`config.mk`:
```
export PLATFORM = sky130hd
export DESIGN_NAME = base64_line_wrapped_encoder
export DESIGN_NICKNAME = d
export VERILOG_FILES = /design/src/sv/b64e_pkg.sv /design/src/sv/b64e_group.sv /design/src/sv/b64e_serial.sv /design/src/sv/base64_line_wrapped_encoder.sv
export SDC_FILE = /design/constraint.sdc
export NUM_CORES = 1
export LEC_CHECK = 0
export BUFFER_PORTS_ARGS = -buffer_cell sky130_fd_sc_hd__buf_2
export CORE_ASPECT_RATIO = 0.6
export CORE_MARGIN = 2
export CORE_UTILIZATION = 49
export DETAILED_ROUTE_END_ITERATION = 10
export PLACE_DENSITY = 0.71
export RECOVER_POWER = 100
export SYNTH_ARGS = -nofsm -noshare
export SYNTH_HDL_FRONTEND = slang
export SYNTH_HIERARCHICAL = 1
export SYNTH_SLANG_ARGS = --single-unit
```
`constraint.sdc`:
```
create_clock -name aclk -period 5.3 [get_ports aclk]
set_input_delay 1.06 -clock aclk [delete_from_list [all_inputs] [get_ports aclk]]
set_output_delay 1.06 -clock aclk [all_outputs]
set_load 0.03 [all_outputs]
```
`src/sv/b64e_pkg.sv`:
```
// Shared types and constants of the base64 line-wrapped encoder.
// Depends on nothing; imported by every other file of the block.
package b64e_pkg;

    localparam int CHAR_W  = 7;
    localparam int LG_W    = 6;
    localparam int SLOT_W  = 3;

    localparam logic [CHAR_W-1:0] CHR_CR   = 7'd13;
    localparam logic [CHAR_W-1:0] CHR_LF   = 7'd10;
    localparam logic [CHAR_W-1:0] CHR_PAD  = 7'd61;
    localparam logic [CHAR_W-1:0] CHR_PLUS = 7'd43;
    localparam logic [CHAR_W-1:0] CHR_SLSH = 7'd47;
    localparam logic [CHAR_W-1:0] CHR_UA   = 7'd65;
    localparam logic [CHAR_W-1:0] CHR_LA   = 7'd97;
    localparam logic [CHAR_W-1:0] CHR_D0   = 7'd48;

    localparam logic [LG_W-1:0] LG_RESET = 6'd16;
    localparam logic [LG_W-1:0] GOL_MAX  = 6'd63;

    localparam logic [1:0] PH_EMPTY = 2'd0;
    localparam logic [1:0] PH_ONE   = 2'd1;
    localparam logic [1:0] PH_TWO   = 2'd2;

    localparam logic [SLOT_W-1:0] SLOT_CR   = 3'd0;
    localparam logic [SLOT_W-1:0] SLOT_LF   = 3'd1;
    localparam logic [SLOT_W-1:0] SLOT_C0   = 3'd2;
    localparam logic [SLOT_W-1:0] SLOT_C1   = 3'd3;
    localparam logic [SLOT_W-1:0] SLOT_C2   = 3'd4;
    localparam logic [SLOT_W-1:0] SLOT_LAST = 3'd5;

    // One finished group on its way to the serializer.
    typedef struct packed {
        logic                        crlf;
        logic                        last;
        logic [3:0][CHAR_W-1:0]      chars;
    } grp_t;

    function automatic logic [CHAR_W-1:0] sym(input logic [5:0] idx);
        logic [CHAR_W-1:0] v;
        v = {1'b0, idx};
        if (idx < 6'd26) begin
            sym = CHR_UA + v;
        end else if (idx < 6'd52) begin
            sym = CHR_LA + v - 7'd26;
        end else if (idx < 6'd62) begin
            sym = CHR_D0 + v - 7'd52;
        end else if (idx == 6'd62) begin
            sym = CHR_PLUS;
        end else begin
            sym = CHR_SLSH;
        end
    endfunction

endpackage

```
`src/sv/b64e_group.sv`:
```
// Byte gatherer: collects up to three bytes, maps them to four characters,
// tracks line position. Depends on b64e_pkg.
module b64e_group (
    input  logic                        aclk,
    input  logic                        aresetn,
    input  logic [b64e_pkg::LG_W-1:0]   line_groups,
    input  logic                        s_valid,
    output logic                        s_ready,
    input  logic [7:0]                  s_data_byte,
    input  logic                        s_final_byte,
    output logic                        grp_valid,
    input  logic                        grp_ready,
    output b64e_pkg::grp_t              grp
);
    import b64e_pkg::*;

    logic [15:0]      held_reg, held_next;
    logic [1:0]       phase_reg, phase_next;
    logic [LG_W-1:0]  gol_reg, gol_next;
    logic             nf_reg, nf_next;
    logic             gv_reg, gv_next;
    grp_t             grp_reg, grp_next;

    logic             take, emit, crlf;
    logic [7:0]       b0, b1, b2;
    logic [1:0]       nbytes;
    logic [LG_W-1:0]  gol_base;

    assign s_ready   = !gv_reg || grp_ready;
    assign take      = s_valid && s_ready;
    assign emit      = take && (s_final_byte || (phase_reg != PH_EMPTY && phase_reg != PH_ONE));
    assign crlf      = nf_reg && (line_groups != '0) && (gol_reg >= line_groups);
    assign grp_valid = gv_reg;
    assign grp       = grp_reg;

    always_comb begin
        unique case (phase_reg)
            PH_EMPTY: begin
                b0 = s_data_byte;    b1 = 8'd0;           b2 = 8'd0;        nbytes = 2'd1;
            end
            PH_ONE: begin
                b0 = held_reg[15:8]; b1 = s_data_byte;    b2 = 8'd0;        nbytes = 2'd2;
            end
            default: begin
                b0 = held_reg[15:8]; b1 = held_reg[7:0];  b2 = s_data_byte; nbytes = 2'd3;
            end
        endcase
    end

    always_comb begin
        held_next  = held_reg;
        phase_next = phase_reg;
        gol_next   = gol_reg;
        nf_next    = nf_reg;
        gv_next    = grp_ready ? 1'b0 : gv_reg;
        grp_next   = grp_reg;
        gol_base   = crlf ? '0 : gol_reg;

        if (emit) begin
            gv_next           = 1'b1;
            grp_next.crlf     = crlf;
            grp_next.last     = s_final_byte;
            grp_next.chars[0] = sym(b0[7:2]);
            grp_next.chars[1] = sym({b0[1:0], b1[7:4]});
            grp_next.chars[2] = (nbytes >= 2'd2) ? sym({b1[3:0], b2[7:6]}) : CHR_PAD;
            grp_next.chars[3] = (nbytes == 2'd3) ? sym(b2[5:0]) : CHR_PAD;
            phase_next        = PH_EMPTY;
            if (s_final_byte) begin
                gol_next = '0;
                nf_next  = 1'b0;
            end else begin
                gol_next = (gol_base < GOL_MAX) ? gol_base + 1'b1 : gol_base;
                nf_next  = 1'b1;
            end
        end else if (take) begin
            if (phase_reg == PH_EMPTY) begin
                held_next[15:8] = s_data_byte;
                phase_next      = PH_ONE;
            end else begin
                held_next[7:0]  = s_data_byte;
                phase_next      = PH_TWO;
            end
        end
    end

    always_ff @(posedge aclk) begin
        if (!aresetn) begin
            phase_reg <= PH_EMPTY;
            gol_reg   <= '0;
            nf_reg    <= 1'b0;
            gv_reg    <= 1'b0;
        end else begin
            phase_reg <= phase_next;
            gol_reg   <= gol_next;
            nf_reg    <= nf_next;
            gv_reg    <= gv_next;
        end
    end

    always_ff @(posedge aclk) begin
        held_reg <= held_next;
        grp_reg  <= grp_next;
    end

endmodule

```
`src/sv/b64e_serial.sv`:
```
// Character serializer: sends CR/LF and a group's four characters, one
// beat per cycle unless stalled, from an output register; uses b64e_pkg.
module b64e_serial (
    input  logic                          aclk,
    input  logic                          aresetn,
    input  logic                          grp_valid,
    output logic                          grp_ready,
    input  b64e_pkg::grp_t                grp,
    output logic                          m_valid,
    input  logic                          m_ready,
    output logic [b64e_pkg::CHAR_W-1:0]   m_ascii_char,
    output logic                          m_final_char
);
    import b64e_pkg::*;

    grp_t               rec_reg, rec_next;
    logic               busy_reg, busy_next;
    logic [SLOT_W-1:0]  slot_reg, slot_next;
    logic               mv_reg, mv_next;
    logic [CHAR_W-1:0]  chr_reg, chr_next;
    logic               fin_reg, fin_next;

    logic               out_free, step, last_step, load;
    logic [CHAR_W-1:0]  sel_char;

    assign out_free  = !mv_reg || m_ready;
    assign step      = busy_reg && out_free;
    assign last_step = step && (slot_reg == SLOT_LAST);
    assign grp_ready = !busy_reg || last_step;
    assign load      = grp_valid && grp_ready;

    assign m_valid      = mv_reg;
    assign m_ascii_char = chr_reg;
    assign m_final_char = fin_reg;

    always_comb begin
        unique case (slot_reg)
            SLOT_LF:   sel_char = CHR_LF;
            SLOT_C0:   sel_char = rec_reg.chars[0];
            SLOT_C1:   sel_char = rec_reg.chars[1];
            SLOT_C2:   sel_char = rec_reg.chars[2];
            SLOT_LAST: sel_char = rec_reg.chars[3];
            default:   sel_char = CHR_CR;
        endcase
    end

    always_comb begin
        rec_next  = rec_reg;
        busy_next = busy_reg;
        slot_next = slot_reg;
        mv_next   = m_ready ? 1'b0 : mv_reg;
        chr_next  = chr_reg;
        fin_next  = fin_reg;

        if (step) begin
            mv_next   = 1'b1;
            chr_next  = sel_char;
            fin_next  = rec_reg.last && (slot_reg == SLOT_LAST);
            slot_next = slot_reg + 1'b1;
            if (last_step) begin
                busy_next = 1'b0;
            end
        end
        if (load) begin
            rec_next  = grp;
            busy_next = 1'b1;
            slot_next = grp.crlf ? SLOT_CR : SLOT_C0;
        end
    end

    always_ff @(posedge aclk) begin
        if (!aresetn) begin
            busy_reg <= 1'b0;
            slot_reg <= SLOT_C0;
            mv_reg   <= 1'b0;
        end else begin
            busy_reg <= busy_next;
            slot_reg <= slot_next;
            mv_reg   <= mv_next;
        end
    end

    always_ff @(posedge aclk) begin
        rec_reg <= rec_next;
        chr_reg <= chr_next;
        fin_reg <= fin_next;
    end

endmodule

```
`src/sv/base64_line_wrapped_encoder.sv`:
```
// Top level of the base64 encoder with CRLF line wrapping.
// Depends on b64e_pkg, b64e_group and b64e_serial.
//
// Bytes enter one beat per cycle while s_ready holds; every third byte, or
// the byte flagged final, closes a group that leaves as four characters
// ('=' padded), led by CR and LF when the previous line holds cfg_data
// groups (zero: no wrapping), so six characters with a line break. The
// serializer sends one character per cycle while m_ready holds. One
// finished group waits in a register between the byte gatherer and the
// serializer, so input keeps flowing while characters drain. A group then
// passes the serializer's record register and its output register in turn.
// cfg_data is taken at any time but must only change while the block is idle.
module base64_line_wrapped_encoder (
    input  logic                          aclk,
    input  logic                          aresetn,
    input  logic                          cfg_valid,
    output logic                          cfg_ready,
    input  logic [b64e_pkg::LG_W-1:0]     cfg_data,
    input  logic                          s_valid,
    output logic                          s_ready,
    input  logic [7:0]                    s_data_byte,
    input  logic                          s_final_byte,
    output logic                          m_valid,
    input  logic                          m_ready,
    output logic [b64e_pkg::CHAR_W-1:0]   m_ascii_char,
    output logic                          m_final_char
);
    import b64e_pkg::*;

    logic [LG_W-1:0]  line_groups_reg, line_groups_next;
    logic             grp_valid, grp_ready;
    grp_t             grp;

    assign cfg_ready        = 1'b1;
    assign line_groups_next = (cfg_valid && cfg_ready) ? cfg_data : line_groups_reg;

    always_ff @(posedge aclk) begin
        if (!aresetn) begin
            line_groups_reg <= LG_RESET;
        end else begin
            line_groups_reg <= line_groups_next;
        end
    end

    b64e_group u_group (
        .aclk         (aclk),
        .aresetn      (aresetn),
        .line_groups  (line_groups_reg),
        .s_valid      (s_valid),
        .s_ready      (s_ready),
        .s_data_byte  (s_data_byte),
        .s_final_byte (s_final_byte),
        .grp_valid    (grp_valid),
        .grp_ready    (grp_ready),
        .grp          (grp)
    );

    b64e_serial u_serial (
        .aclk         (aclk),
        .aresetn      (aresetn),
        .grp_valid    (grp_valid),
        .grp_ready    (grp_ready),
        .grp          (grp),
        .m_valid      (m_valid),
        .m_ready      (m_ready),
        .m_ascii_char (m_ascii_char),
        .m_final_char (m_final_char)
    );

endmodule

```
==> reports/metrics.cfg, run 1 <==
[final_layout]
fin_nets = 599
fin_util = 0.543
largest_reg_flops = 30
syn_to_final_growth_pct = 8.02
n_antenna_cell = 0
final_cell_mix = edfxtp_1 (83), nand2_1 (53), inv_1 (40)
drive_gt1_frac = 0.0708
final_common_cell = edfxtp_1

[floorplan]
die_w_um = 143
die_area_um2 = 12500
rows = 30
io_pins = 31
core_um2 = 11300
die_h_um = 87.4
initial_core_util = 0.503

[synthesis]
ys_seq_elements = 104
synth_area_um2 = 5680
syn_nets = 576
synth_flop_cell = edfxtp_1
yosys_warnings = 6
ys_seq_area_frac = 0.513
synth_edf_count = 83
ys_async_sr_fraction = 0
synth.avg_cell_area_um2 = 10.9
ys_types = 81
syn_inst = 523

[timing]
worstMarginPinSlew_ns = 1.22
period_minus_slack_ns = 4.47
max_slew_margin = 0.183
hold_viol = 0
rsz0062_at_grt = false
finalSetupTns_ns = 0
slew_viol_final = 0
fmax_mhz = 224
setup_viol = 0
skew_ns = 0.0117
fin_crit_sh = 0.844

[cts]
cts-htree-levels = 3
root_buffer = clkbuf_16
cts.clk_slew.worst_paths_ns = 0.07
clock-sinks = 104
cts_setup_buffers = 0
cts_hold_buf = 0
cts_tree = done
insertion_delay_ns = 0.35
cts.path.max_buffers = 2
cts_buffers = 9
ctsResizeCount = 0

[grt]
grt_max_degree = 33
grt_pass1_vias = 3696
antenna_found_initial = 2
grt-ovfl-total = 0
grt_first_pass_wirelength_mm = 19.5
grtUsageTotal = 0.206

[worst_setup_path]
cpMaxStageDelayCell = ha_1
path_max_fanout = 32
crit_path_end_kind = flop
slowest_delay_ns = 0.95
crit_chain = nor2_8 > clkinvlp_2 > ha_1 > nor2b_1 > a22oi_1 > inv_1 > ha_1 > inv_1 > a21oi_1 > a311o_4 > mux2_4 > a21oi_1 > o21ai_0
arrival_ns = 4.56
cp.required_ns = 5.38
start_kind = flop
critPathKind = reg2reg

[route]
remaining_drc_errors = 0
via_per_inst = 5.98
postRouteAntennaNets = 0
wire_per_inst_um = 17.5
wirelength_mm = 12.5
dr.pass1.iters = 5
dr_total_vias = 4253
drtIter0Drc = 477

[power_and_ir_drop]
finalPower_mw = 1.93
power_density_nw_per_um2 = 315
p_leak_nw = 2.29
ir_drop_mv = 0.187

[place]
globalplace.congestion = 0.865
port_buffers = 29
dp_hpwl_mm = 9.06

[run]
drv_cap = 0

[run_status]
status = finished, final reports clean

[hold_path]
min_path_type = reg2reg

## through the flow
step / hold slack, ns / std cells / cell area, µm² / setup slack (ns)
3_3_place_gp: 0.403 / 695 / 5930 / 1.26
5_1_grt: 0.433 / 711 / 6130 / 0.532
4_1_cts: 0.411 / 711 / 6210 / 1.04
3_5_place_dp: 0.405 / 695 / 5930 / 1.06
2_1_floorplan: 0.400 / 523 / 5680 / 1.90
6_report: 0.407 / 711 / 6130 / 0.829
## power by group
group	total (mW)	switching [mW]	internal, mW	leakage, nW
Sequential	0.971	0.0232	0.948	0.925
Clock	0.630	0.304	0.327	0.136
Combinational	0.331	0.221	0.110	1.23
## cell type report
class / count / area, µm²
clock buffer: 10 / 229
clock inverter: 6 / 51.3
fill: 974 / 5160
inverter: 43 / 165
multi-input combinational: 356 / 2450
sequential: 104 / 2910
tap: 160 / 200
timing repair buffer: 32 / 130
## per-layer routing
| metal | vias to the layer above | wire [µm] | global-route usage |
|---|---|---|---|
| met5 | - | 13 | 0 |
| met4 | 2 | 162 | 0.0684 |
| met3 | 19 | 994 | 0.0594 |
| met2 | 190 | 5210 | 0.294 |
| met1 | 2027 | 6070 | 0.300 |
| li1 | 2015 | - | - |
## worst paths after layout
kind / from / to / slack, ns / cells after the start
setup / recovery: u_group/phase_reg[0]$_SDFFE_PP0P_ / u_group/grp[9]$_DFFE_PP_ / 0.83 / 13
hold / removal: u_group/grp[18]$_SDFFCE_PN1P_ / u_serial/rec_reg[18]$_DFFE_PP_ / 0.41 / 0
setup reg to reg: u_group/phase_reg[0]$_SDFFE_PP0P_ / u_group/grp[9]$_DFFE_PP_ / 0.83 / 13
hold reg to reg: u_group/grp[18]$_SDFFCE_PN1P_ / u_serial/rec_reg[18]$_DFFE_PP_ / 0.41 / 0
## critical path, delay by kind of cell (launching register included)
kind                     cells  cell delay (ns)
adder cells (fa/ha/maj)      2             1.25
multiplexers                 1             0.31
AND/OR/NAND/NOR              2             0.23
flip-flops                   1             0.65
buffers and inverters        3             0.60
AO/OA/AOI/OAI                5             1.16
## logic make-up after synthesis
kind of cell	Yosys count	share of synthesized area
and+or+nand+nor	141	0.132
xor gates and xnor gates	6	0.00925
AOI/OAI and AO/OA	160	0.194
buffers and inverters	63	0.0500
DFF	104	0.513
adders and majority gates	33	0.0727
muxes	15	0.0284
other	1	0.000660
## Yosys cell counts (3+ instances only)
| master | number | area (µm²) |
|---|---|---|
| a311oi_1 | 3 | 26.3 |
| o21ai_0 | 27 | 135 |
| ha_1 | 33 | 413 |
| o221ai_1 | 3 | 26.3 |
| xor2_1 | 3 | 26.3 |
| a21oi_1 | 38 | 190 |
| nand2b_1 | 6 | 37.5 |
| a31oi_1 | 10 | 62.6 |
| nor3_1 | 10 | 50.1 |
| clkbuf_1 | 5 | 18.8 |
| inv_1 | 39 | 146 |
| buf_2 | 10 | 50.1 |
| a21o_1 | 4 | 30.0 |
| nand2_1 | 53 | 199 |
| buf_6 | 3 | 33.8 |
| o211ai_1 | 6 | 45.0 |
| a32oi_1 | 4 | 35.0 |
| o22ai_1 | 3 | 18.8 |
| mux2i_1 | 12 | 120 |
| a22oi_1 | 11 | 82.6 |
| a22oi_2 | 4 | 50.1 |
| nor2b_1 | 18 | 113 |
| and3_1 | 5 | 31.3 |
| and2_1 | 3 | 18.8 |
| edfxtp_1 | 83 | 2490 |
| nor2_1 | 16 | 60.1 |
| a211oi_1 | 6 | 45.0 |
| o21a_1 | 4 | 30.0 |
| nand3_1 | 8 | 40.0 |
| xnor2_1 | 3 | 26.3 |
| o21ai_1 | 7 | 35.0 |
| a221oi_1 | 3 | 26.3 |
| dfxtp_1 | 21 | 420 |
Note: power is estimated with default switching activity, not from simulation.
==> run 2, diff against run 1 <==
clock period = 4.6 ns   (was 5.3 ns; I/O delays follow)
==> reports/metrics.cfg, run 2 (synthesis results as in run 1) <==
[run_status]
status = finished, final reports clean

[place]
post-place-ws_ns = 0.904  ; -0.157 ns
globalplace.congestion = 0.944  ; +9.1%
port_buffers = 29  ; unchanged
dp_hpwl_mm = 9.34  ; +3.0%
dp_cells = 698  ; +0.43%

[worst_setup_path]
cp.required_ns = 4.74  ; -0.64 ns
crit_path_end_kind = flop
r2r_cells = 12  ; -1
crit_chain = nor2_8 > clkinvlp_2 > ha_1 > a22oi_1 > clkinv_1 > ha_1 > inv_1 > a21oi_1 > a311o_4 > and4_4 > a221oi_2 > a21boi_0
timing.critical_path.to = u_group/grp[10]$_DFFE_PP_
arrival_ns = 4.29  ; -0.27 ns
critPathKind = reg2reg
cp.depth = 12  ; -1
timing.rr.start = u_group/phase_reg[0]$_SDFFE_PP0P_
r2r_setup_slack_ns = 0.46  ; -0.37 ns
cp_num_buf_inv = 3  ; unchanged
start_kind = flop
slowest_delay_ns = 0.49  ; -0.46 ns
r2r_end = u_group/grp[10]$_DFFE_PP_
critPathTopFamily = compound AO/OA/AOI/OAI gates
crit_path_start = u_group/phase_reg[0]$_SDFFE_PP0P_
path_max_fanout = 13  ; -59%
cpMaxStageDelayCell = ha_1
cpMostUsedCell = ha_1

[final_layout]
final_common_cell = edfxtp_1
largest_reg_flops = 30  ; unchanged
final_cell_mix = edfxtp_1 (83), nand2_1 (53), inv_1 (39)
fin_nets = 602  ; +0.50%
syn_to_final_growth_pct = 9.19
drive_gt1_frac = 0.0812  ; +0.0104
nFillCells = 990  ; +1.6%
n_antenna_cell = 0  ; unchanged
final-instance-count-excl-fill = 714  ; +0.42%

[cts]
ctsResizeCount = 0  ; unchanged
root_buffer = clkbuf_16
cts_buffers = 9  ; unchanged
cts-htree-levels = 3  ; unchanged
cts.clk_slew.worst_paths_ns = 0.08  ; about the same
cts_setup_buffers = 0  ; unchanged
cts_hold_buf = 0  ; unchanged
cts_tree = done
clock-sinks = 104  ; unchanged
cts.path.max_buffers = 2  ; unchanged
insertion_delay_ns = 0.36  ; about the same

[grt]
grt.met3_usage = 0.0632  ; +0.00385
grt_first_pass_wirelength_mm = 20.1  ; +3.2%
use_met2 = 0.279  ; -0.0144
grt-ovfl-total = 0  ; unchanged
busiest_layer = met1
antenna_found_initial = 0  ; -2
globalRouteMet1Util = 0.325  ; +0.0246
grt_pass1_vias = 3702  ; +0.16%
grtUsageTotal = 0.213  ; +0.00680
grt_max_degree = 30  ; -9.1%

[timing]
fin_crit_sh = 0.901  ; +0.0573
setup_viol = 0  ; unchanged
skew_ns = 0.0124  ; +0.000666 ns
slew_viol_final = 0  ; unchanged
rsz0062_at_grt = false
worstMarginPinSlew_ns = 1.44  ; +0.220 ns
period_minus_slack_ns = 4.14  ; -0.327 ns
fmax_mhz = 241  ; +7.9%
max_slew_margin = 0.0421  ; -0.141
hold_viol = 0  ; unchanged
final.setup.worst_slack_ns = 0.456  ; -0.373 ns
finalSetupTns_ns = 0  ; unchanged

[power_and_ir_drop]
finalPower_mw = 2.29  ; +19%
p_leak_nw = 2.33  ; +1.3%
power_density_nw_per_um2 = 370  ; +17%
ir_drop_mv = 0.215  ; +15%

[floorplan]
die_h_um = 87.4  ; unchanged
core_um2 = 11300  ; unchanged
die_w_um = 143  ; unchanged
io_pins = 31  ; unchanged
rows = 30  ; unchanged
die_area_um2 = 12500  ; unchanged
initial_core_util = 0.503  ; unchanged

[hold_path]
min_path_type = reg2reg

[route]
drtIter0Drc = 447  ; -6.3%
wire_per_inst_um = 17.4  ; -0.43%
dr_total_vias = 4146  ; -2.5%
remaining_drc_errors = 0  ; unchanged
dr.pass1.iters = 5  ; unchanged
wirelength_mm = 12.5  ; about the same
via_per_inst = 5.81  ; -2.9%
postRouteAntennaNets = 0  ; unchanged

[run]
drv_cap = 0  ; unchanged

## run 2: worst min path at each step
stage	start	to	slack [ns]	cells past startpoint
after floorplan	u_group/grp[0]$_DFFE_PP_	u_serial/rec_reg[0]$_DFFE_PP_	0.40	0
after global placement	u_group/grp[18]$_SDFFCE_PN1P_	u_serial/rec_reg[18]$_DFFE_PP_	0.40	0
after detailed placement	u_group/grp[17]$_SDFFCE_PN1P_	u_serial/rec_reg[17]$_DFFE_PP_	0.40	0
after CTS	u_group/grp[11]$_DFFE_PP_	u_serial/rec_reg[11]$_DFFE_PP_	0.42	0
after global routing	u_group/grp[11]$_DFFE_PP_	u_serial/rec_reg[11]$_DFFE_PP_	0.42	0
final	u_group/grp[11]$_DFFE_PP_	u_serial/rec_reg[11]$_DFFE_PP_	0.42	0
## run 2: per-layer routing
metal / vias up / routed length (µm)
met5: - / 0
met4: 0 / 223
met3: 21 / 882
met2: 167 / 4950
met1: 1955 / 6400
li1: 2003 / -
## run 2: layout make-up
class / count / area (µm²) / area share
tap: 160 / 200 / 0.0323
clock inverter: 6 / 62.6 / 0.0101
timing repair buffer: 35 / 153 / 0.0246
clock buffer: 10 / 250 / 0.0404
inverter: 43 / 165 / 0.0266
sequential: 104 / 2910 / 0.470
multi-input combinational: 356 / 2460 / 0.396
## run 2: through the flow
step | hold slack [ns] | cell area, µm² | utilization
final | 0.416 | 6200 | 0.549
after global routing | 0.422 | 6200 | 0.549
after CTS | 0.416 | 6260 | 0.554
after detailed placement | 0.405 | 5950 | 0.527
after global placement | 0.404 | 5950 | 0.527
after floorplan | 0.400 | 5680 | -
## run 2: where the power goes
part,internal [mW],switching [mW]
Combinational,0.129,0.255
Clock,0.419,0.372
Sequential,1.09,0.0260
Total,1.64,0.653
==> run 3, diff against run 2 <==
GPL_ROUTABILITY_DRIVEN = 0   (was not set)
MAX_ROUTING_LAYER = met4   (was not set)
==> reports/metrics.cfg, run 3 (synthesis results as in run 1) <==
[run_status]
status = finished, final reports clean

[run]
drv_cap = 0  ; unchanged

[final_layout]
final_cell_mix = edfxtp_1 (83), nand2_1 (53), inv_1 (40)
final_common_cell = edfxtp_1
fin_nets = 603  ; +0.17%
n_antenna_cell = 0  ; unchanged
largest_reg_flops = 30  ; unchanged
syn_to_final_growth_pct = 8.79
drive_gt1_frac = 0.0775  ; -0.00375
fin_util = 0.547  ; -0.00199
nFillCells = 976  ; -1.4%

[worst_setup_path]
timing.critical_path.to = u_group/grp[17]$_SDFFCE_PN1P_
r2r_cells = 12  ; unchanged
critPathKind = reg2reg
r2r_setup_slack_ns = 0.52  ; +0.07 ns
crit_path_end_kind = flop
timing.rr.start = u_group/phase_reg[0]$_SDFFE_PP0P_
start_kind = flop
r2r_end = u_group/grp[17]$_SDFFCE_PN1P_
arrival_ns = 4.15  ; -0.14 ns
crit_path_start = u_group/phase_reg[0]$_SDFFE_PP0P_
cp.required_ns = 4.67  ; -0.07 ns
path_max_fanout = 25  ; +12

[hold_path]
min_path_cells = 0  ; unchanged
min_path_type = reg2reg

[power_and_ir_drop]
ir_drop_mv = 0.192  ; -11%
p_sw_uw = 623  ; -4.6%
p_seq_frac = 0.504  ; +0.016
combPwrFrac = 0.169  ; +0.002
p_int_mw = 1.60  ; -2.4%
clkPwrFrac = 0.327  ; -0.018
power_density_nw_per_um2 = 360  ; -2.7%
switching_share = 0.280  ; -0.00462
p_leak_nw = 2.32  ; -0.24%

[route]
dr.pass1.iters = 6  ; +1
postRouteAntennaNets = 0  ; unchanged
wire_per_inst_um = 17.2  ; -1.4%
dr_total_vias = 4208  ; +1.5%
drtIter0Drc = 468  ; +4.7%
remaining_drc_errors = 0  ; unchanged
via_per_inst = 5.89  ; +1.4%
wirelength_mm = 12.3  ; -1.3%

[floorplan]
die_h_um = 87.4  ; unchanged
rows = 30  ; unchanged
die_w_um = 143  ; unchanged
io_pins = 31  ; unchanged
die_area_um2 = 12500  ; unchanged
core_um2 = 11300  ; unchanged
initial_core_util = 0.503  ; unchanged

[cts]
cts.clk_slew.worst_paths_ns = 0.07  ; about the same
ctsResizeCount = 0  ; unchanged
root_buffer = clkbuf_16
cts_setup_buffers = 0  ; unchanged
insertion_delay_ns = 0.34  ; -0.02 ns
cts.path.max_buffers = 2  ; unchanged
cts_buffers = 9  ; unchanged
cts_hold_buf = 0  ; unchanged
cts-htree-levels = 3  ; unchanged
cts_tree = done
clock-sinks = 104  ; unchanged

[timing]
skew_ns = 0.0133  ; +0.000878 ns
slew_viol_final = 0  ; unchanged
finalSetupTns_ns = 0  ; unchanged
fmax_mhz = 245  ; +1.7%
rsz0062_at_grt = false
hold_viol = 0  ; unchanged
max_slew_margin = 0.0844  ; +0.0423
worstMarginPinSlew_ns = 1.37  ; -0.0635 ns
period_minus_slack_ns = 4.08  ; -0.0679 ns
fin_crit_sh = 0.886  ; -0.0148
setup_viol = 0  ; unchanged

[grt]
grtUsageTotal = 0.214  ; +0.000958
use_met2 = 0.297  ; +0.0178
grt_max_degree = 30  ; unchanged
antenna_found_initial = 0  ; unchanged
grt.met3_usage = 0.0418  ; -0.0214
grt_pass1_vias = 3793  ; +2.5%
grt-ovfl-total = 0  ; unchanged
grt_first_pass_wirelength_mm = 20.0  ; -0.58%
busiest_layer = met1
globalRouteMet1Util = 0.327  ; +0.00152

[place]
dp_hpwl_mm = 9.20  ; -1.4%
port_buffers = 29  ; unchanged

-- run 3: changes by cell type in the layout (fill, tap and decap cells not counted), sizes merged --
| cell | previous run | this run |
|---|---|---|
| clkinv | 3 | 6 |
| inv | 45 | 43 |
-- run 3: layout make-up --
| cell class | instances | area (µm²) | area share |
|---|---|---|---|
| Multi-Input combinational cell | 356 | 2450 | 0.397 |
| Tap cell | 160 | 200 | 0.0324 |
| Timing Repair Buffer | 36 | 156 | 0.0253 |
| Sequential cell | 104 | 2910 | 0.471 |
| Inverter | 43 | 165 | 0.0267 |
| Clock buffer | 9 | 225 | 0.0365 |
| Clock inverter | 7 | 66.3 | 0.0107 |
-- run 3: power by group through the flow --
stage	Sequential (mW)	Combinational, mW	Clock [mW]
floorplan	1.14	0.278	0
global placement	1.14	0.368	0
detailed placement	1.14	0.379	0
CTS	1.12	0.380	0.745
global route	1.13	0.418	0.785
finish	1.12	0.376	0.726
-- run 3: through the flow --
stage                     hold slack [ns]  power (mW)  instances  instance area, µm²  setup WS (ns)
final                               0.417        2.22        715                6180          0.524
after global routing                0.427        2.33        715                6180          0.355
after CTS                           0.420        2.25        715                6250          0.928
after detailed placement            0.405        1.52        699                5960          0.939
after global placement              0.402        1.51        699                5960           1.19
after floorplan                     0.400        1.41        523                5680           1.20
-- run 3: layer usage --
layer,wire (µm),up-vias
met1,6260,1994
met5,0,-
met3,875,8
met4,76,0
li1,-,2010
met2,5090,196
-- run 3: worst max-delay path, stage by stage, from the launching register on --
cell and delay, ns:
dfxtp_1 0.47, nor2_8 0.30, clkinvlp_2 0.40, ha_1 0.45, buf_4 0.25, a22oi_1 0.43, inv_1 0.18, ha_1 0.28
a21oi_1 0.24, o21a_1 0.20, nor2_1 0.11, a221oi_1 0.34, o21ai_0 0.14
-- run 3: worst min-delay path by stage --
stage / from / slack (ns) / to
after floorplan: u_group/grp[0]$_DFFE_PP_ / 0.40 / u_serial/rec_reg[0]$_DFFE_PP_
after global placement: u_group/grp[0]$_DFFE_PP_ / 0.40 / u_serial/rec_reg[0]$_DFFE_PP_
after CTS: u_group/grp[6]$_DFFE_PP_ / 0.42 / u_serial/rec_reg[6]$_DFFE_PP_
after detailed placement: u_group/grp[22]$_SDFFCE_PP0P_ / 0.40 / u_serial/rec_reg[22]$_DFFE_PP_
final: u_group/grp[6]$_DFFE_PP_ / 0.42 / u_serial/rec_reg[6]$_DFFE_PP_
after global routing: u_group/grp[0]$_DFFE_PP_ / 0.43 / u_serial/rec_reg[0]$_DFFE_PP_
